<file path="config.mk">
export PLATFORM = sky130hd
export DESIGN_NAME = lir_merge
export DESIGN_NICKNAME = d
export VERILOG_FILES = /design/src/sv/lir_pkg.sv /design/src/sv/lir_merge.sv
export SDC_FILE = /design/constraint.sdc
export NUM_CORES = 1
export LEC_CHECK = 0
export ABC_AREA = 1
export BUFFER_PORTS_ARGS = -buffer_cell sky130_fd_sc_hd__buf_4
export CORE_AREA = 2 2 102 104
export CTS_CLUSTER_DIAMETER = 200
export DETAILED_ROUTE_END_ITERATION = 8
export DIE_AREA = 0 0 104 106
export MAX_ROUTING_LAYER = met4
export PLACE_DENSITY_LB_ADDON = 0.3
export SETUP_SLACK_MARGIN = 0.4
export SLEW_MARGIN = 20
export SYNTH_ARGS = -nofsm -noshare
export SYNTH_HDL_FRONTEND = slang
export SYNTH_SLANG_ARGS = --single-unit
</file>
<file path="constraint.sdc">
create_clock -name clk -period 10.3 [get_ports clk]
set_clock_uncertainty 0.2 [all_clocks]
set_input_delay 3.09 -clock clk [delete_from_list [all_inputs] [get_ports clk]]
set_output_delay 3.09 -clock clk [all_outputs]
set_load 0.05 [all_outputs]
</file>
<file path="src/sv/lir_pkg.sv">
// lir_pkg: shared constants, register map and control structs of the
// linear interpolation resampler. No dependencies.
package lir_pkg;

  localparam int LIR_MAX_CHANNELS  = 8;
  localparam int LIR_FRACTION_BITS = 32;
  localparam int LIR_MAX_UPSAMPLE  = 16;

  localparam int SAMPLE_W = 16;
  localparam int NUM_FIELDS = 8;
  localparam int DATA_W = SAMPLE_W * NUM_FIELDS;
  localparam int STEP_W = 37;
  localparam int CHAN_W = 4;
  localparam int CFG_ADDR_W = 4;
  localparam int CFG_DATA_W = 64;

  localparam logic [CHAN_W-1:0] CHAN_RESET = CHAN_W'(2);

  // register index within the map, byte address is 8 * index
  localparam logic REG_STEP  = 1'b0;
  localparam logic REG_CHANS = 1'b1;

  // request handed from the phase sequencer to the lane pipeline
  typedef struct packed {
    logic valid;
    logic last;
  } issue_t;

  // frame store updates driven by the phase sequencer
  typedef struct packed {
    logic cur_from_in;
    logic prev_from_in;
    logic prev_from_cur;
  } frame_ctl_t;

endpackage

</file>
<file path="src/sv/lir_merge.sv">
// lir_merge: product stage valid tracking and output register that packs the
// lane results into one output frame. Depends on lir_pkg.
module lir_merge import lir_pkg::*; #(
  parameter int MAX_CHANNELS = LIR_MAX_CHANNELS
) (
  input  logic                                  clk,
  input  logic                                  rst_n,
  input  issue_t                                issue,
  output logic                                  issue_ready,
  input  logic [MAX_CHANNELS-1:0][SAMPLE_W-1:0] lane_res,
  output logic                                  out_tvalid,
  input  logic                                  out_tready,
  output logic [DATA_W-1:0]                     out_tdata,
  output logic                                  out_tlast
);

  logic              s1_valid_r;
  logic              s1_last_r;
  logic              out_valid_r;
  logic              out_last_r;
  logic [DATA_W-1:0] out_data_r;
  logic [DATA_W-1:0] packed_nxt;
  logic              out_adv;

  assign out_adv = !out_valid_r || out_tready;
  assign issue_ready = !s1_valid_r || out_adv;

  always_comb begin
    packed_nxt = '0;
    for (int c = 0; c < MAX_CHANNELS; c++) begin
      packed_nxt[c*SAMPLE_W +: SAMPLE_W] = lane_res[c];
    end
  end

  always_ff @(posedge clk) begin
    if (!rst_n) begin
      s1_valid_r <= 1'b0;
      out_valid_r <= 1'b0;
    end else begin
      if (issue.valid && issue_ready) begin
        s1_valid_r <= 1'b1;
      end else if (out_adv) begin
        s1_valid_r <= 1'b0;
      end
      if (out_adv) begin
        out_valid_r <= s1_valid_r;
      end
    end
  end

  always_ff @(posedge clk) begin
    if (issue.valid && issue_ready) begin
      s1_last_r <= issue.last;
    end
    if (out_adv) begin
      out_data_r <= packed_nxt;
      out_last_r <= s1_last_r;
    end
  end

  assign out_tvalid = out_valid_r;
  assign out_tdata = out_data_r;
  assign out_tlast = out_last_r;

endmodule

</file>
After elaboration in Yosys (flattened, before gate mapping)
Index checks and enable logic that the tools add are counted.

word-level totals
  register bits = 132
  input bits = 133
  output and inout port bits = 131
  logic and storage cells = 13

cells by class
  mux-type cells = 2
  reduce and logical (&&, ||, !) cells = 6

operators with widths
  kind                 count
  $logic_not A1 Y1     2
  $logic_or A1 B1 Y1   2
  $mux W1              2
  $reduce_bool A2 Y1   1
  $logic_and A1 B1 Y1  1

Depth between registers and ports, before layout
  depth in word-level cells = 5
  mapped depth = 4
  mapped depth without buffers = 4

Least setup slack after synthesis
Ideal clock, no wire load.

  path type = input port to output port
  start point = in out_tready
  end point = out issue_ready
  arrival = 3.416 ns
  path slack = 3.594 ns
  stages = 2
  cell sequence = inv_1 nand3_2

between the ends
  word-level cells in the longest chain between the ends = 2

ends and longest elaborated chain
  what                line             source
  start: declaration  lir_merge.sv:12  input logic out_tready,
  $logic_or A1 B1 Y1  lir_merge.sv:25  assign out_adv = !out_valid_r || out_tready;
  $logic_or A1 B1 Y1  lir_merge.sv:26  assign issue_ready = !s1_valid_r || out_adv;
  end: declaration    lir_merge.sv:9   output logic issue_ready,

Every way passes these cells.

Worst setup path in the final report
Same ends and word-level chain as after synthesis.

==> results.md <==
- Fmax: 0.145 GHz
- PortBufs: 263
- Total CTS buffers: 17
- RSZ-0062 raised after global routing: false
- Area leader, netlist: edfxtp_1
- Hold-fix buffer count after cts: 0
- Least-Margin Pin Slew: roughly 0.88 ns
- Core area: 10000 um2
- Post-Syn Instances: 142
- GRT Residual Overflow: 0
- Async S/R FF share, synth: 0%
- Area share of the largest cell type after synthesis: 97.7%
- Drt wl/cell: 16.2 um
- Layout cells sized above 1: 67.4%
- Min-delay src: s1_valid_r$_SDFFE_PN0P_
- P&R area growth vs syn: 68.6%
- Initial antenna violation count: 0
- GR Util All Layers: 17.1%
- R2r worst-path depth: 2
- Largest fanout on the critical path: 3
- Leak pwr: about 3.0 nW
- VDD IR max: 0.000119 V
- Routability cong.: 0.742
- Sequential area share after synthesis: 98.7%
- DP HPWL: slightly above 7000 um
- Skew-Pair Late Insertion Delay: 0.50 ns
- Post-synth top cells: edfxtp_1, inv_1, dfxtp_1, nand2_1
- CTS tree: yes
- Root Driver: clkbuf_8
- CP Data Arrival Time: ~3.6 ns
- Final ANT Viol Nets: 0
- Layout Nets: 558
- Drt first pass iters: 4
- R2R Path End: out_tdata[105]$_DFFE_PP_
- Area of the die: 11,000 um2
- Worst path slowest cell: buf_4
- Worst Hold Path EP: out_tvalid$_SDFFE_PN0P_
- Largest net degree at the start of global routing: 73
- Final setup fails: 0
- Mapped cell area: 3990 um2
- Yosys cell types: 7
- Via count of the first global-routing pass: between 2,000 and 3,000
- Post-route minimum period: 6.92 ns
- Post-synth EDFFs: 130
- Worst rel slew slack: about two fifths
- CP most frequent cell: buf_4
- Setup CP Type: in -> out
- Ranking of synthesized cells by area: edfxtp_1, dfxtp_1, inv_1
- Initial Util: 39.9%
- Setup TNS: 0 ns
- Post-route DRC: 0
- Initial DRC Count: 124
- CP Launch Type: input port
- FF+latch count, synth: 132
- Ports: 264
- Max Slew Vio Count: 0
- Postcts setup bufs: 0
- Vias per cell: 4.37
- Ys Warns: 0
- Reg2reg setup slack: 7.92 ns
- Clk pin slew, worst setup/hold paths: 0.06 ns
- DP Worst Slack: 3.38 ns
- Mapped Nets: 275
- Critical Path Sink Type: output pin
- Crit-path leading delay family: buffers and inverters
- Rows: 37
- Clock Sinks: between 100 and 150
- CP Cell Sequence: buf_4, inv_1, nand3_2, buf_4
- Main flop type after synthesis: edfxtp_1
- H-tree depth: 4
- Die height: 106 um
- Syn_area_per_cell: 28.1 um2
- Placed Cells: 542
- Fin crit share: 67.2%
- Die W: around 100 um
- Final WS setup: 3.38 ns
- Routed vias: roughly 2,500
- CP Buf/Inv Count: 3
- Clock Path Buffers: 2
- Critical Path RT: 7.01 ns
- Crit path largest cell delay: ~0.21 ns
- Hold path cells: 2
- Top-count cell post-synth: edfxtp_1
- Non-Filler Instances: 574
- HP Class: reg -> reg
- Cts repair resizes: 0
- P per Cell Area: about 210 nW/um2
- Status: completed
- Global-route wire length before repair: 13,200 um
- Maximum capacitance violations: 0
- Critical R2R Launch: out_tvalid$_SDFFE_PN0P_
- Post-Route WL: 9330 um
- Antenna Cells: 0
- Hold Fails Final Rpt: 0
==> layout by cell type, fill, tap and decap left out <==
cell type / n
nand3_2: 1
clkinv_1: 4
clkbuf_16: 16
bufinv_16: 3
nand2_1: 1
clkinv_2: 1
a21oi_1: 1
inv_1: 5
nand2_4: 1
edfxtp_1: 130
dfxtp_1: 2
clkinv_4: 2
clkinvlp_4: 5
a21oi_2: 1
clkbuf_8: 1
buf_4: 264
==> per-layer routing <==
| metal | vias up | share of wire [%] | global-route usage, % | routed length (um) |
|---|---|---|---|---|
| met2 | 160 | 54 | 28.6 | 5080 |
| met3 | 15 | 9.5 | 8.15 | 885 |
| li1 | 1136 | - | - | - |
| met1 | 1198 | 34 | 16.7 | 3140 |
| met4 | 0 | 2.4 | 8.69 | 225 |
| met5 | - | 0 | - | 0 |
==> logic make-up (layout without fill, tap and decap cells) <==
group | after synthesis | count (layout) | share of synthesized area, %
flops | 132 | 132 | 98.7
buf+inv | 5 | 301 | 0.470
simple gates | 3 | 3 | 0.439
compound gates | 2 | 2 | 0.345
==> power breakdown <==
group / total (mW) / switching [mW] / internal, mW
sequential: 0.640 / 0.0101 / 0.630
combinational: 0.228 / 0.154 / 0.0747
clock: 0.574 / 0.209 / 0.365
==> metrics by stage <==
step	utilization (%)	total power, mW	area, um2	hold slack (ns)
CTS	67.3	1.46	6730	0.271
global route	67.3	1.48	6730	0.304
global placement	61.5	0.878	6150	0.257
finish	67.3	1.44	6730	0.275
detailed placement	61.5	0.881	6150	0.259
floorplan	-	0.782	3990	0.200
==> area by class of cell <==
type,count,area [um2]
Tap cell,136,170
Sequential cell,132,3940
Inverter,5,18.8
Fill cell,729,3270
Timing Repair Buffer,264,1980
Clock inverter,15,165
Clock buffer,17,414
Multi-Input combinational cell,5,38.8
==> registers in the layout (all words and copies together), names as in the netlist <==
name and cells:
out_tdata 128, out_tlast 1, out_tvalid 1, s1_last_r 1
s1_valid_r 1
==> tightest hold or removal path: stages (launching register included) <==
cell	delay, ns
dfxtp_1	0.32
inv_1	0.05
a21oi_1	0.05
==> worst max-delay path by stage <==
stage,from,to,slack [ns],cells after the start
after global routing,out_tready,issue_ready,3.36,4
after floorplan,out_tready,issue_ready,3.59,2
after global placement,out_tready,issue_ready,3.40,4
after detailed placement,out_tready,issue_ready,3.38,4
after CTS,out_tready,issue_ready,3.38,4
final,out_tready,issue_ready,3.38,4
No activity file was read; power rests on OpenSTA's default activity.
