==> src/sv/lir_pkg.sv <==
// lir_pkg: shared constants, register map and control structs of the
// linear interpolation resampler. No dependencies.
package lir_pkg;

  localparam int LIR_MAX_CHANNELS  = 8;
  localparam int LIR_FRACTION_BITS = 32;
  localparam int LIR_MAX_UPSAMPLE  = 16;

  localparam int SAMPLE_W = 16;
  localparam int NUM_FIELDS = 8;
  localparam int DATA_W = SAMPLE_W * NUM_FIELDS;
  localparam int STEP_W = 37;
  localparam int CHAN_W = 4;
  localparam int CFG_ADDR_W = 4;
  localparam int CFG_DATA_W = 64;

  localparam logic [CHAN_W-1:0] CHAN_RESET = CHAN_W'(2);

  // register index within the map, byte address is 8 * index
  localparam logic REG_STEP  = 1'b0;
  localparam logic REG_CHANS = 1'b1;

  // request handed from the phase sequencer to the lane pipeline
  typedef struct packed {
    logic valid;
    logic last;
  } issue_t;

  // frame store updates driven by the phase sequencer
  typedef struct packed {
    logic cur_from_in;
    logic prev_from_in;
    logic prev_from_cur;
  } frame_ctl_t;

endpackage

==> src/sv/lir_lane.sv <==
// lir_lane: one channel lane, registered (cur - prev) * frac product and
// truncating sum. Depends on lir_pkg.
module lir_lane import lir_pkg::*; #(
  parameter int FRACTION_BITS = LIR_FRACTION_BITS
) (
  input  logic                       clk,
  input  logic                       load,
  input  logic                       en,
  input  logic signed [SAMPLE_W-1:0] prev,
  input  logic signed [SAMPLE_W-1:0] cur,
  input  logic [FRACTION_BITS-1:0]   frac,
  output logic signed [SAMPLE_W-1:0] res
);

  localparam int NUM_W = SAMPLE_W + FRACTION_BITS + 2;

  logic signed [SAMPLE_W:0]       diff;
  logic signed [NUM_W-1:0]        prod_nxt;
  logic signed [NUM_W-1:0]        prod_r;
  logic signed [SAMPLE_W-1:0]     base_r;
  logic signed [NUM_W-1:0]        num;
  logic signed [NUM_W-1:0]        bias;
  logic signed [NUM_W-1:0]        shifted;

  assign diff = $signed({cur[SAMPLE_W-1], cur}) - $signed({prev[SAMPLE_W-1], prev});
  assign prod_nxt = NUM_W'(diff) * NUM_W'($signed({1'b0, frac}));

  always_ff @(posedge clk) begin
    if (load) begin
      base_r <= en ? prev : '0;
      prod_r <= en ? prod_nxt : '0;
    end
  end

  // truncate toward zero
  assign num = $signed({{2{base_r[SAMPLE_W-1]}}, base_r, {FRACTION_BITS{1'b0}}}) + prod_r;
  assign bias = num[NUM_W-1] ? $signed({{(NUM_W-FRACTION_BITS){1'b0}}, {FRACTION_BITS{1'b1}}})
                             : '0;
  assign shifted = (num + bias) >>> FRACTION_BITS;
  assign res = shifted[SAMPLE_W-1:0];

endmodule

==> config.mk <==
export PLATFORM = sky130hd
export DESIGN_NAME = lir_lane
export DESIGN_NICKNAME = d
export VERILOG_FILES = /design/src/sv/lir_pkg.sv /design/src/sv/lir_lane.sv
export SDC_FILE = /design/constraint.sdc
export NUM_CORES = 1
export LEC_CHECK = 0
export ABC_AREA = 1
export BUFFER_PORTS_ARGS = -buffer_cell sky130_fd_sc_hd__buf_2
export CORE_UTILIZATION = 36
export DETAILED_ROUTE_END_ITERATION = 6
export SLEW_MARGIN = 20
export SYNTH_ARGS = -nofsm -noshare
export SYNTH_HDL_FRONTEND = slang
export SYNTH_SLANG_ARGS = --single-unit
==> constraint.sdc <==
create_clock -name clk -period 22 [get_ports clk]
set_input_delay 2.2 -clock clk [delete_from_list [all_inputs] [get_ports clk]]
set_output_delay 2.2 -clock clk [all_outputs]
set_load 0.05 [all_outputs]
After elaboration in Yosys (flattened, before gate mapping)
Index checks and enable logic that the tools add are counted.
{"block": "op_classes", "n_addsub": 3, "multipliers": 1, "n_mux": 1}
{"operator": "adder 48 x 50 -> 50 bit", "n": 1}
{"operator": "multiplier 17 x 33 -> 50 bit", "n": 1}
{"operator": "adder 48 x 33 -> 48 bit", "n": 1}
{"operator": "2-to-1 mux 32 bit", "n": 1}
{"operator": "subtractor 16 x 16 -> 17 bit", "n": 1}
{"block": "word_totals", "reg_bits": 66, "in_bits": 67, "out_inout_bits": 16, "elab_cells": 7}

Longest topological paths before layout
{"block": "depth", "word_depth": 3, "ltp_mapped": 43, "mapped_depth_nobuf": 42}

Worst setup path before layout
OpenSTA, ideal clock, no wires.
{"block": "synth_path", "kind": "in2reg", "start": "in cur[0]", "end": "reg prod_r[43], data pin", "arrival_time_ns": 8.782, "required_time_ns": 21.739, "setup_slack_ns": 12.957, "path_stages": 38, "n_path_buf": 2, "path_cell_list": "inv_1 -> ha_1 -> fa_1 -> inv_1 -> nand3_1 -> nand2_1 -> nand2_1 -> nand2_1 -> nand2_1 -> nand3_1 -> nand2_1 -> inv_1 -> clkbuf_1 -> buf_1 -> nand2_1 -> fa_1 -> inv_1 -> fa_1 -> [... 2 more ...] -> inv_1 -> fa_1 -> fa_1 -> inv_1 -> fa_1 -> inv_1 -> ha_1 -> a21oi_1 -> inv_1 -> a31oi_1 -> o21ai_0 -> or2_2 -> a21oi_1 -> o21ai_1 -> nand2_1 -> o21ai_1 -> o21ai_0 -> a21oi_1"}
{"block": "synth_between", "elab_chain_cells": 2}
{"element": "start: declaration", "line": "lir_lane.sv:10", "text": "input logic signed [SAMPLE_W-1:0] cur,"}
{"element": "subtractor 16 x 16 -> 17 bit", "line": "lir_lane.sv:25", "text": "assign diff = $signed({cur[SAMPLE_W-1], cur}) - $signed({prev[SAMPLE_W-1], prev});"}
{"element": "multiplier 17 x 33 -> 50 bit", "line": "lir_lane.sv:26", "text": "assign prod_nxt = NUM_W'(diff) * NUM_W'($signed({1'b0, frac}));"}
{"element": "end signal: assignment", "line": "lir_lane.sv:31", "text": "prod_r <= en ? prod_nxt : '0;"}
{"element": "end: declaration", "line": "lir_lane.sv:19", "text": "logic signed [NUM_W-1:0] prod_r;"}
No other way between the ends.
A chain may end at the register's enable or synchronous reset.

Worst setup path after layout
{"block": "layout_path", "start": "in prev[0]", "end": "reg prod_r[49], data pin"}
{"block": "layout_between", "elab_chain_cells": 2}
{"element": "start: declaration", "line": "lir_lane.sv:9", "text": "input logic signed [SAMPLE_W-1:0] prev,"}
{"element": "subtractor 16 x 16 -> 17 bit", "line": "lir_lane.sv:25"}
{"element": "multiplier 17 x 33 -> 50 bit", "line": "lir_lane.sv:26"}
No other way between the ends.

==> impl_metrics.env <==
export IMPL_syn_to_final_growth_pct=6.550
export IMPL_vias=19480
export IMPL_drtAntennaViolNets=0
export IMPL_gp_congestion=0.9830
export IMPL_dpl_cell_area_um2=24790
export IMPL_worst_pin_slew_ns=1.141
export IMPL_hp_class="in -> reg"
export IMPL_synthFlopType="edfxtp_1"
export IMPL_grt_max_degree=67
export IMPL_post_cts_buffers=0
export IMPL_stdcell_area_um2=25070
export IMPL_fin_cells=3918
export IMPL_clkTransAtPathRegs_ns=0.05
export IMPL_coreArea_um2=64460
export IMPL_vias_per_cell=4.972
export IMPL_busiest_layer="met2"
export IMPL_maxSlewHeadroom_pct=23.83
export IMPL_clock_sinks=66
export IMPL_end_kind="register"
export IMPL_cp_max_fo=23
export IMPL_wl_mm=69.60
export IMPL_placementRows=93
export IMPL_port_buffers=82
export IMPL_grt_util_met3_pct=3.190
export IMPL_worst_slack_ns=11.66
export IMPL_n_antenna_cell=0
export IMPL_slew_violations=0
export IMPL_cts_resized=0
export IMPL_first_pass_iters=5
export IMPL_clockBufferDepth=2
export IMPL_ys_types=55
export IMPL_maxCapViolCount=0
export IMPL_synth_fp_nets=3777
export IMPL_dieArea_um2=66390
export IMPL_htreeDepth=3
export IMPL_required_ns=22.08
export IMPL_yosys_warnings=0
export IMPL_path_class="in -> reg"
export IMPL_grt_pass1_vias=19850
export IMPL_final_nets=3798
export IMPL_grt_ovfl_total=0
export IMPL_ys_seq_area_share_pct=8.422
export IMPL_cts_buffers=9
export IMPL_final_fill_count=6778
export IMPL_use_met1_pct=29.35
export IMPL_setup_viol=0
export IMPL_grt_usage_pct=21.32
export IMPL_start_util_pct=36.50
export IMPL_crit_slowest_cell="nand2_1"
export IMPL_wire_per_inst_um=17.76
export IMPL_synth_area_um2=23530
export IMPL_postCtsHoldBufs=0
export IMPL_critPathMaxStageDelay_ns=0.74
export IMPL_critPathArrivalTime_ns=10.42
export IMPL_setup_tns_ns=0
export IMPL_syn_inst=3037
export IMPL_root_buffer="clkbuf_16"
export IMPL_timing_final_hold_violations=0
export IMPL_antenna_found_initial=0
export IMPL_crit_path_frequent_cell="fa_1"
export IMPL_num_io_pins=83
export IMPL_dr_first_iter_drc_count=1211
export IMPL_drc=0
export IMPL_fin_crit_sh_pct=46.99
export IMPL_rsz0062_at_grt="no"
export IMPL_ys_ff_latch=66
export IMPL_synth_edf_count=66
export IMPL_fp_dieH_um=257.7
export IMPL_drive_gt1_share_pct=5.256
export IMPL_crit_path_start_kind="primary input"
export IMPL_dp_hpwl_mm=57.51
export IMPL_use_met2_pct=34.71
export IMPL_synth_async_reset_ratio_pct=0
export IMPL_die_w_um=257.7
export IMPL_status="finished clean"
export IMPL_cts_tree="yes"
export IMPL_fmax_ghz=0.09672
export IMPL_fin_crit_ns=10.34
export IMPL_syn_avg_cell_area_um2=7.749
export IMPL_post_place_ws_ns=11.40
export IMPL_grt_pass1_wl_mm=110.5
export IMPL_placed_cells=3902
## synth_stat cells, types with 3 or more instances
cell      instances  area, um2
nor2_1          325       1220
inv_1           778       2920
a31oi_1           9      56.30
xnor2_1           6      52.55
inv_2             9      33.78
o21bai_1          3      22.52
a21oi_1         177      885.9
nor3_1           23      115.1
buf_2             9      45.04
o221ai_1          3      26.28
or2_2             8      50.05
nand2_1         536       2012
and3_1            3      18.77
fa_1            451       9029
ha_1            222       2778
o211ai_1          5      37.54
or2_1             3      18.77
buf_1             5      18.77
o21ai_1           9      45.04
o21a_1           13      97.59
nand2_2           7      43.79
a211oi_1          3      22.52
clkbuf_1         74      277.8
nor4_1            5      31.28
o31ai_1           3      22.52
xor2_1           17      148.9
nand4_1          18      112.6
nand3_1         108      540.5
o21ai_0          98      490.5
edfxtp_1         66       1982
nor2_2            4      25.02
clkinv_1          4      15.01
## sequential cells by signal, indices dropped and copies added, names as in the netlist
name,flops
prod_r,50
base_r,16
## path summary, 6_finish.rpt
| path | endpoint | slack, ns | cells after the start | from |
|---|---|---|---|---|
| worst min-delay path | base_r[3] | 2.14 | 3 | prev[3] |
| worst max-delay path | prod_r[49] | 11.66 | 33 | prev[0] |
## worst max-delay path, delay by kind of cell
family                   cells  cell delay [ns]
adder cells (fa/ha/maj)      9             3.81
AO/OA/AOI/OAI                8             1.65
buffers and inverters        7             1.05
AND/OR/NAND/NOR              9             1.70
## area by class of cell
class	instances	area [um2]	area share, %
multi-input cells	2089	18210	72.64
inverters	791	2969	11.84
flip-flops and latches	66	1982	7.904
well taps	855	1070	4.266
repair buffers	101	553.0	2.206
clock buffers	10	229.0	0.9132
clock inverters	6	57.56	0.2295
## metal layers
layer	routed length, um	part of all wire (%)
met1	30830	44
met2	31530	45
met3	5201	7.5
met4	2032	2.9
met5	0	0
## stage by stage
stage	util [%]	hold WS, ns
4_1_cts	38.90	2.130
2_1_floorplan	-	2.313
6_report	38.90	2.137
3_5_place_dp	38.45	2.486
3_3_place_gp	38.45	2.489
5_1_grt	38.90	2.153
## logic make-up after synthesis
family | count (synthesis) | share of synthesized area [%]
simple gates | 1053 | 18.34
buf+inv | 882 | 14.18
fa+ha+maj | 673 | 50.17
compound gates | 336 | 7.752
flops | 66 | 8.422
xor+xnor | 27 | 1.132
## layout by cell type, fill, tap and decap left out, types with 18 or more instances in the layout
master    instances
inv_1           778
nand2_1         536
fa_1            451
nor2_1          325
ha_1            222
a21oi_1         177
nand3_1         108
o21ai_0          98
buf_2            82
edfxtp_1         66
nor3_1           23
buf_4            19
nand4_1          18
Power is left out: the tool's default activity adds up to more than one toggle a clock period on the data nets, which glitch-free logic cannot reach.
