$ cat src/sv/lir_pkg.sv
// lir_pkg: shared constants, register map and control structs of the
// linear interpolation resampler. No dependencies.
package lir_pkg;

  localparam int LIR_MAX_CHANNELS  = 8;
  localparam int LIR_FRACTION_BITS = 32;
  localparam int LIR_MAX_UPSAMPLE  = 16;

  localparam int SAMPLE_W = 16;
  localparam int NUM_FIELDS = 8;
  localparam int DATA_W = SAMPLE_W * NUM_FIELDS;
  localparam int STEP_W = 37;
  localparam int CHAN_W = 4;
  localparam int CFG_ADDR_W = 4;
  localparam int CFG_DATA_W = 64;

  localparam logic [CHAN_W-1:0] CHAN_RESET = CHAN_W'(2);

  // register index within the map, byte address is 8 * index
  localparam logic REG_STEP  = 1'b0;
  localparam logic REG_CHANS = 1'b1;

  // request handed from the phase sequencer to the lane pipeline
  typedef struct packed {
    logic valid;
    logic last;
  } issue_t;

  // frame store updates driven by the phase sequencer
  typedef struct packed {
    logic cur_from_in;
    logic prev_from_in;
    logic prev_from_cur;
  } frame_ctl_t;

endpackage

$ cat src/sv/lir_seq.sv
// lir_seq: phase accumulator and run sequencer, one output frame request per
// cycle while the phase is below one and issue_ready is high. Depends on lir_pkg.
module lir_seq import lir_pkg::*; #(
  parameter int FRACTION_BITS = LIR_FRACTION_BITS,
  parameter int MAX_UPSAMPLE  = LIR_MAX_UPSAMPLE
) (
  input  logic                       clk,
  input  logic                       rst_n,
  input  logic                       in_fire,
  output logic                       in_ready,
  input  logic [FRACTION_BITS+4:0]   step,
  input  logic                       issue_ready,
  output issue_t                     issue,
  output logic [FRACTION_BITS-1:0]   frac,
  output frame_ctl_t                 frame_ctl
);

  localparam int PHASE_W = FRACTION_BITS + 5;
  localparam int CNT_W = $clog2(MAX_UPSAMPLE + 1);
  localparam logic [PHASE_W-1:0] ONE = PHASE_W'(1) << FRACTION_BITS;

  typedef enum logic {IDLE, RUN} state_t;

  state_t             state_r, state_nxt;
  logic [PHASE_W-1:0] phase_r, phase_nxt;
  logic [CNT_W-1:0]   count_r, count_nxt;
  logic               primed_r, primed_nxt;
  logic [PHASE_W-1:0] phase_add;
  logic               whole;
  logic               last;
  logic               adv;

  assign phase_add = phase_r + step;
  assign whole = (phase_r[PHASE_W-1:FRACTION_BITS] != '0);
  assign last = (phase_add[PHASE_W-1:FRACTION_BITS] != '0) ||
                (count_r == CNT_W'(MAX_UPSAMPLE - 1));
  assign in_ready = (state_r == IDLE);
  assign frac = phase_r[FRACTION_BITS-1:0];
  assign issue.valid = (state_r == RUN);
  assign issue.last = last;
  assign adv = issue.valid && issue_ready;

  always_comb begin
    state_nxt = state_r;
    phase_nxt = phase_r;
    count_nxt = count_r;
    primed_nxt = primed_r;
    frame_ctl = '0;
    case (state_r)
      IDLE: begin
        if (in_fire) begin
          if (!primed_r) begin
            primed_nxt = 1'b1;
            frame_ctl.prev_from_in = 1'b1;
          end else if (whole) begin
            phase_nxt = phase_r - ONE;
            frame_ctl.prev_from_in = 1'b1;
          end else begin
            count_nxt = '0;
            frame_ctl.cur_from_in = 1'b1;
            state_nxt = RUN;
          end
        end
      end
      RUN: begin
        if (adv) begin
          if (last) begin
            phase_nxt = (phase_add >= ONE) ? phase_add - ONE : '0;
            frame_ctl.prev_from_cur = 1'b1;
            state_nxt = IDLE;
          end else begin
            phase_nxt = phase_add;
            count_nxt = count_r + CNT_W'(1);
          end
        end
      end
      default: state_nxt = IDLE;
    endcase
  end

  always_ff @(posedge clk) begin
    if (!rst_n) begin
      state_r <= IDLE;
      phase_r <= '0;
      count_r <= '0;
      primed_r <= 1'b0;
    end else begin
      state_r <= state_nxt;
      phase_r <= phase_nxt;
      count_r <= count_nxt;
      primed_r <= primed_nxt;
    end
  end

endmodule

$ cat config.mk
export PLATFORM = sky130hd
export DESIGN_NAME = lir_seq
export DESIGN_NICKNAME = d
export VERILOG_FILES = /design/src/sv/lir_pkg.sv /design/src/sv/lir_seq.sv
export SDC_FILE = /design/constraint.sdc
export NUM_CORES = 1
export LEC_CHECK = 0
export ABC_AREA = 0
export BUFFER_PORTS_ARGS = -buffer_cell sky130_fd_sc_hd__buf_2
export CAP_MARGIN = 20
export CORE_AREA = 2 2 91 127
export CTS_CLUSTER_DIAMETER = 120
export DETAILED_ROUTE_END_ITERATION = 16
export DIE_AREA = 0 0 93 129
export GPL_ROUTABILITY_DRIVEN = 0
export PLACE_DENSITY = 0.6
export SYNTH_ARGS = -nofsm -noshare
export SYNTH_HDL_FRONTEND = slang
export SYNTH_SLANG_ARGS = --single-unit
$ cat constraint.sdc
create_clock -name clk -period 5.85 [get_ports clk]
set_input_delay 1.4625 -clock clk [delete_from_list [all_inputs] [get_ports clk]]
set_output_delay 1.4625 -clock clk [all_outputs]
set_load 0.01 [all_outputs]
# Yosys cells after proc, flatten, opt, wreduce, memory -nomap -nowiden
# Cells that the tools add are included.
# word_totals
register_bits	44
in_bits	41
out_inout_bits	38
elab_cells	50
# classes
addsub	4
order_cmp	1
n_eq_ne	7
muxes	26
bitwise_logic	1
reduce_logical	7
# ops
op	count
2-to-1 mux 37 bit	6
case mux 37 bit (2 select lines)	1
subtractor 37 x 33 -> 37 bit, second input constant	2
adder 37 bit	1
>= comparator 37 x 33 -> 1 bit, second input constant	1
2-to-1 mux 5 bit	5
2-to-1 mux 1 bit	10
case mux 5 bit (2 select lines)	1
nonzero test 5 bit	2
inequality test 2 x 1 -> 1 bit, second input constant	3
inequality test 2 bit, second input constant	3
adder 5 x 1 -> 5 bit, second input constant	1
== test 5 x 4 -> 1 bit, second input constant	1
AND reduction 5 bit	1
2-to-1 mux 2 bit	2
AND reduction 4 bit	1
case mux 1 bit (2 select lines)	1
AND reduction 2 bit	1
logical AND 1 bit	1
logical OR 1 bit	1
NOT 1 bit	1

# Longest topological paths before layout
# Gate-level depths: netlist (run 1).
# logic_depth
depth_word	6
mapped_depth	13
mapped_depth_nobuf	13

# Least setup slack after synthesis (run 1)
# No wires, ideal clock.
# synth_timing
path_kind	input -> output
startpoint	in step[0]
endpoint	out issue[0] (netlist bit)
t_arrival_ps	4025
required_time_ps	4388
path_slack_ps	363
path_stages	13
n_path_buf	2
cell_sequence	ha_1 inv_1 fa_1 nor2b_1 o2111ai_1 and3_1 nor4_2 o311ai_1 and3_4 or3_1 clkbuf_2 or2_2 buf_4
# synth_via
elab_chain_cells	3
# synth_lines
item	line_no	source
start, declared	lir_seq.sv:11	input logic [FRACTION_BITS+4:0] step,
adder 37 bit	lir_seq.sv:33	assign phase_add = phase_r + step;
nonzero test 5 bit	lir_seq.sv:35	assign last = (phase_add[PHASE_W-1:FRACTION_BITS] != '0) ||
logical OR 1 bit	lir_seq.sv:35	
end, declared	lir_seq.sv:13	output issue_t issue,
# No other way between the ends.

==> implementation parameters, run 1 <==
Parameter                              Value

Critical path
  Critical path capture point type ... output pin
  Cell chain of the critical path ... buf_2 > ha_1 > nand4_1 > buf_4 > nor3_1 > o21ai_0 > nand4_1 > a221o_1 > o2111ai_2 > or2_2 > buf_2
  Minimum setup slack among reg-to-reg paths ... ~2.2 ns
  Beginning of the critical path ... step[27]
  Peak per-stage delay on the critical path ... approximately 0.45 ns
  Start of the worst register-to-register path ... phase_r[0]$_SDFFE_PN0P_
  Signal arrival time at the worst endpoint ... between 4 and 5 ns
  Kind of cell with the highest combined delay on the critical path ... simple AND/OR/NAND/NOR gates
  CP max FO ... 8
  Startpoint kind of the worst setup timing path ... input pin
  CP max stage cell ... sky130_fd_sc_hd__ha_1
  FF-to-FF path depth ... 14
  Endpoint of the worst-slack reg-to-reg timing path ... phase_r[0]$_SDFFE_PN0P_
  Count of cell instances traversed by the critical path ... 11
  Endpoint of the most critical setup path ... issue[0]
  Buffers plus inverters on the worst setup path ... 3
  Type of the setup path with the least slack ... in2out
  Data required time at the worst endpoint ... between 4 and 5 ns

Power and ir drop
  Worst ir drop on vdd ... 0.000114 V
  P_int ... roughly 0.00065 W
  Combinational group share of total power ... between 30% and 40%
  Power density normalized to cell area ... between 200 and 250 nW/µm²
  Flop pwr share ... ~34%
  Sw frac ... around a third
  Proportion of power drawn by the clock network ... between 30% and 40%
  Sw Pwr ... around 0.00033 W
  Post-layout power ... 0.000984 W
  LEAKAGE ... 2.13 nW

Clock tree
  Number of cells upsized or downsized after cts ... 0
  Post-CTS Hold Buffers ... 0
  CTS tree ... done
  Root cell of the clock tree ... sky130_fd_sc_hd__clkbuf_16
  Maximum buffer depth of the clock tree ... 2
  Total setup buffers inserted after CTS ... 0
  Clock tree sinks ... between 40 and 50
  # H-tree levels ... 2
  Clock insertion delay at the later pin of the skew report ... approximately 0.30 ns
  Total clock buffers created by CTS ... 5
  Worst-path clk slew ... 0.06 ns

Route
  Routed vias/inst ... 5.78
  Total number of vias ... 4137
  Remaining DRCs ... 0
  Aggregate routed wire length ... between 10000 and 15000 µm
  Count of antenna-violating nets left after detailed routing ... 0
  Pre-Repair DR Iteration Count ... 5
  Avg WL per Cell ... 16.3 µm
  Iter 0 DRT Violations ... between 200 and 300

Global route
  Number of global-route vias before repair ... ~4000
  Gr usage total ... around a fifth
  Largest net degree at the start of global routing ... 33
  Congestion Overflow GR ... 0
  First-pass GRT wire length ... between 15000 and 20000 µm
  Number of antenna violations at the first check in global routing ... 0

Yosys
  Post-synthesis instance total ... approximately 540
  Synth area leader ... sky130_fd_sc_hd__dfxtp_1
  Fraction of registers with async set or reset after synthesis ... 0%
  Most frequently used cell type in the post-synthesis netlist ... sky130_fd_sc_hd__a21oi_1
  Post-Synthesis Cell Area ... ~4200 µm²
  Warning count from the yosys run ... 0
  Most frequent cells after synthesis ... 45 x sky130_fd_sc_hd__a21oi_1, 44 x sky130_fd_sc_hd__dfxtp_1, 43 x sky130_fd_sc_hd__nand2_1
  Number of nets in the synthesized netlist ... around 620
  Area fraction of the dominant cell type after synthesis ... 20.8%
  Mean instance size in the synthesized netlist ... about 8 µm²
  Seq cells post-synth ... 44
  Ys flop type ... sky130_fd_sc_hd__dfxtp_1
  Number of flops mapped to enable cells by yosys ... 0
  Cells taking the most area after synthesis ... sky130_fd_sc_hd__dfxtp_1 21%, sky130_fd_sc_hd__ha_1 12%, sky130_fd_sc_hd__a22o_1 6.2%
  Number of different library cells in the post-synthesis netlist ... 71
  Proportion of synthesized chip area in sequential cells ... about a fifth

Floorplanning
  Area of the core ... roughly 11000 µm²
  Die Span Y ... between 100 and 150 µm
  Number of rows created at floorplan ... 45
  Horiz. Die Dim ... slightly above 90 µm
  Area enclosed by the die boundary ... between 10000 and 15000 µm²
  Starting density of the core ... approximately two fifths
  Number of top-level pins ... 79

STA
  Slew at the pin with the worst max-slew slack ... between 0.4 and 0.5 ns
  Final Cycle Share ... between 90% and 100%
  Fin crit period ... approximately 5.7 ns
  Hold Fails Final Rpt ... 0
  Setup violations, final ... 0
  Final worst clock skew ... approximately 0.0076 ns
  Maximum clock frequency ... 175 MHz
  Number of max-slew violations in the final report ... 0
  Headroom to the max-slew limit ... between 60% and 70%

Finish
  Syn-to-layout area delta ... 11.5%
  Number of nets in the finished design ... 656
  Final std cells w/o fill ... about 720
  Antenna diodes ... 0
  Core occupancy in the finished layout ... 43.8%
  Fraction of final layout cells with drive strength greater than 1 ... 21.6%

Run status
  Run status ... complete, no violations

Flow run
  Number of violations of the max-capacitance limit ... 0

Placement
  Number of I/O port buffers ... 78
  Placed Cells incl. Taps ... around 710
  HPWL Detailed ... 9120 µm

Worst hold path
  Hold WC Path Type ... reg2reg
## layout make-up
class	count	area [µm²]
timing repair buffer	90	480
fill	1157	6080
sequential	44	881
clock buffer	5	125
clock inverter	3	42.5
tap	141	176
multi-input combinational	414	2950
inverter	19	71.3
## per-layer routing
layer	track usage (%)	up-vias	routed length [µm]
met5	0	-	0
met4	10.6	0	515
met3	2.52	38	480
met2	35.5	118	5920
met1	21.5	1931	4720
li1	-	2050	-
## placed cells by master, fill, tap and decap left out, drive strengths merged, types with 8 or more instances in the layout
cell type	n
buf	90
nor3	10
o21ai	34
xor2	13
a22o	30
xnor2	17
nand2	44
ha	40
a21oi	48
inv	19
o21a	8
nor2	34
a211oi	11
dfxtp	44
nand4	14
nand3	9
## power groups by stage
| stage | Combinational [W] | Clock [W] | Sequential [W] |
|---|---|---|---|
| 6_report | 0.000326 | 0.000327 | 0.000331 |
| 5_1_grt | 0.000363 | 0.000345 | 0.000333 |
| 4_1_cts | 0.000320 | 0.000340 | 0.000331 |
| 3_5_place_dp | 0.000318 | 0 | 0.000338 |
| 3_3_place_gp | 0.000314 | 0 | 0.000337 |
| 2_1_floorplan | 0.000248 | 0 | 0.000332 |
## through the flow
stage          hold slack, ns  setup TNS (ns)  worst slack (ns)  area, µm²
3_5_place_dp            0.481               0             0.101       4520
2_1_floorplan           0.451               0             0.363       4240
4_1_cts                 0.492               0            0.0798       4690
5_1_grt                 0.517         -0.0420           -0.0393       4730
3_3_place_gp            0.474               0            0.0862       4520
6_report                0.491               0             0.146       4730
## worst min-delay path by stage
stage                                         from                  endpoint  cells past startpoint
after floorplan            count_r[3]$_SDFFE_PN0P_   count_r[3]$_SDFFE_PN0P_                      2
after global placement     count_r[3]$_SDFFE_PN0P_   count_r[3]$_SDFFE_PN0P_                      2
after detailed placement   count_r[1]$_SDFFE_PN0P_   count_r[1]$_SDFFE_PN0P_                      2
after CTS                  count_r[1]$_SDFFE_PN0P_   count_r[1]$_SDFFE_PN0P_                      2
after global routing      phase_r[13]$_SDFFE_PN0P_  phase_r[13]$_SDFFE_PN0P_                      1
final                      count_r[1]$_SDFFE_PN0P_   count_r[1]$_SDFFE_PN0P_                      2
## tightest hold or removal path: stages, from the launching register on
cell and delay [ns]:
sky130_fd_sc_hd__dfxtp_1 0.32, sky130_fd_sc_hd__nand2_1 0.06, sky130_fd_sc_hd__o22ai_1 0.06
## sequential cells by signal (all words and copies together) (netlist names)
signal and flops:
phase_r 37, state_r 1, count_r 5, primed_r 1
## kinds of logic (layout without fill, tap and decap cells)
family / Yosys count / after routing / synth area share (%)
AND/OR/NAND/NOR: 148 / 148 / 17.6
flip-flops: 44 / 44 / 20.8
adder cells (fa/ha/maj): 41 / 41 / 12.3
buffers and inverters: 81 / 117 / 10.7
multiplexers: 4 / 4 / 0.974
AO/OA/AOI/OAI: 191 / 191 / 31.5
XOR/XNOR: 30 / 30 / 6.20
Power figures use the tool's default switching activity.
==> inputs of run 2 (changes only) <==
clock period = 6.2 ns   (was 5.85 ns; I/O delays follow)
==> implementation parameters, run 2 (synthesized netlist as in run 1, its figures left out) <==
Parameter                              Value

Global route
  Largest net degree at the start of global routing ... 33
  Gr usage total ... roughly a fifth
  Number of antenna violations at the first check in global routing ... 0
  Number of global-route vias before repair ... 4006
  Congestion Overflow GR ... 0
  First-pass GRT wire length ... between 15000 and 20000 µm

Route
  Top routing layer in use ... met4
  Routed vias/inst ... ~5.8
  Remaining DRCs ... 0
  Iter 0 DRT Violations ... approximately 280
  Count of antenna-violating nets left after detailed routing ... 0
  Total number of vias ... just over 4000
  Post-Route M1 WL ... around 4700 µm
  Met2 routed WL ... between 5000 and 6000 µm
  Aggregate routed wire length ... between 10000 and 15000 µm
  Routed wire length on met3 ... ~420 µm
  Pre-Repair DR Iteration Count ... 4
  Avg WL per Cell ... ~16 µm

Finish
  Syn-to-layout area delta ... 10.7%
  Final standard cell area without fillers ... around 4700 µm²
  Biggest registers after layout ... phase_r (37), count_r (5)
  Max FFs per register ... 37
  Fill count ... 1120
  Antenna diodes ... 0
  Register with the highest flop count ... phase_r
  Most common library cell in the layout ignoring fill and taps ... sky130_fd_sc_hd__buf_2
  Final std cells w/o fill ... slightly above 700
  Commonest cells after routing, fill and taps aside ... 78 x sky130_fd_sc_hd__buf_2, 45 x sky130_fd_sc_hd__a21oi_1, 44 x sky130_fd_sc_hd__dfxtp_1
  Number of nets in the finished design ... ~650
  Fraction of final layout cells with drive strength greater than 1 ... between 20 and 25%

Critical path
  Startpoint kind of the worst setup timing path ... input pin
  Type of the setup path with the least slack ... in2out
  Start of the worst register-to-register path ... phase_r[0]$_SDFFE_PN0P_
  Data required time at the worst endpoint ... 4.65 ns
  Minimum setup slack among reg-to-reg paths ... 2.49 ns
  Signal arrival time at the worst endpoint ... between 4 and 5 ns
  CP max FO ... 6
  Critical path capture point type ... output pin
  Endpoint of the worst-slack reg-to-reg timing path ... phase_r[1]$_SDFFE_PN0P_
  FF-to-FF path depth ... 14

STA
  Maximum clock frequency ... ~170 MHz
  Final worst clock skew ... roughly 0.0088 ns
  Setup violations, final ... 0
  Headroom to the max-slew limit ... around 63%
  Number of max-slew violations in the final report ... 0
  Total negative slack for setup checks ... 0 ns
  Hold Fails Final Rpt ... 0
  Slew at the pin with the worst max-slew slack ... 0.545 ns
  Final Cycle Share ... between 90% and 100%
  Fin crit period ... between 5 and 6 ns
  Setup repair after global routing missed its margin ... false

Placement
  Placed cell areas ... 4500 µm²
  Number of I/O port buffers ... just under 80
  HPWL Detailed ... just over 9000 µm
  Placed Cells incl. Taps ... between 700 and 800

Clock tree
  # H-tree levels ... 2
  Root cell of the clock tree ... sky130_fd_sc_hd__clkbuf_16
  Worst-path clk slew ... around 0.07 ns
  Total setup buffers inserted after CTS ... 0
  Clock insertion delay at the later pin of the skew report ... about 0.29 ns
  Clock tree sinks ... 44
  Maximum buffer depth of the clock tree ... 2
  Total clock buffers created by CTS ... 5
  CTS tree ... done

Power and ir drop
  Proportion of power drawn by the clock network ... between 30% and 40%
  Worst ir drop on vdd ... 0.0000953 V
  Combinational group share of total power ... 32.3%
  Sw Pwr ... around 0.00031 W
  LEAKAGE ... ~2.1 nW
  Sw frac ... about 33%
  Flop pwr share ... about a third
  P_int ... 0.000624 W
  Post-layout power ... 0.000938 W
  Power density normalized to cell area ... 200 nW/µm²

Floorplanning
  Starting density of the core ... 39.2%
  Horiz. Die Dim ... just over 90 µm
  Number of rows created at floorplan ... 45
  Number of top-level pins ... a little under 80
  Area enclosed by the die boundary ... 12000 µm²
  Die Span Y ... around 130 µm
  Area of the core ... between 10000 and 15000 µm²

Worst hold path
  Beginning of the worst hold path ... count_r[3]$_SDFFE_PN0P_
  Hold Path Sink ... count_r[3]$_SDFFE_PN0P_
  Worst hold stages ... 2
  Hold WC Path Type ... reg2reg

Flow run
  Number of violations of the max-capacitance limit ... 0

Run status
  Run status ... complete, no violations
-- run 2: through the flow --
stage               worst slack, ns  utilization, %  hold WS (ns)
floorplan                     0.538               -         0.451
global placement              0.206            41.7         0.471
detailed placement            0.198            41.7         0.476
CTS                           0.185            43.3         0.486
global route                 0.0191            43.4         0.511
finish                        0.233            43.4         0.486
-- run 2: worst max-delay path by stage --
stage	start	endpoint	slack, ns	depth (start not counted)
finish	step[0]	issue[0]	0.23	13
global route	step[0]	issue[0]	0.02	13
CTS	step[0]	issue[0]	0.19	13
detailed placement	step[0]	issue[0]	0.20	13
global placement	step[0]	issue[0]	0.21	13
floorplan	step[0]	issue[0]	0.54	13
-- run 2: worst max-delay path: stages --
cell and delay [ns]:
sky130_fd_sc_hd__buf_2 0.08, sky130_fd_sc_hd__ha_1 0.18, sky130_fd_sc_hd__inv_1 0.06, sky130_fd_sc_hd__fa_1 0.41, sky130_fd_sc_hd__nor2b_2 0.15, sky130_fd_sc_hd__o2111ai_1 0.17
sky130_fd_sc_hd__and3_2 0.28, sky130_fd_sc_hd__nor4_4 0.28, sky130_fd_sc_hd__o311ai_1 0.18, sky130_fd_sc_hd__and3_4 0.23, sky130_fd_sc_hd__or3_1 0.39, sky130_fd_sc_hd__or2_2 0.31
sky130_fd_sc_hd__buf_2 0.14
-- run 2: power by group through the flow --
stage / Sequential [W] / Clock (W) / Combinational (W)
floorplan: 0.000313 / 0 / 0.000234
global placement: 0.000318 / 0 / 0.000295
detailed placement: 0.000319 / 0 / 0.000298
CTS: 0.000312 / 0.000329 / 0.000300
global route: 0.000314 / 0.000336 / 0.000336
finish: 0.000312 / 0.000323 / 0.000303
-- run 2: per-layer routing --
layer	vias to the layer above	global-route usage [%]
met3	29	2.52
met2	107	35.6
met1	1925	20.7
met4	0	8.65
li1	2047	-
met5	-	0
-- run 2: cell type report --
type                            instances  area (µm²)  share of cell area (%)
Multi-Input combinational cell        414        2920                    62.3
Tap cell                              141         176                    3.76
Clock buffer                            6         139                    2.96
Inverter                               19        71.3                    1.52
Timing Repair Buffer                   88         465                    9.91
Sequential cell                        44         881                    18.8
Clock inverter                          2        38.8                   0.826
-- run 2: repair_timing --
action	4_1_cts	5_1_grt
hold endpoints to repair	0	0
endpoints found under the setup margin	0	1
gates resized for setup	0	3
hold buffers	0	0
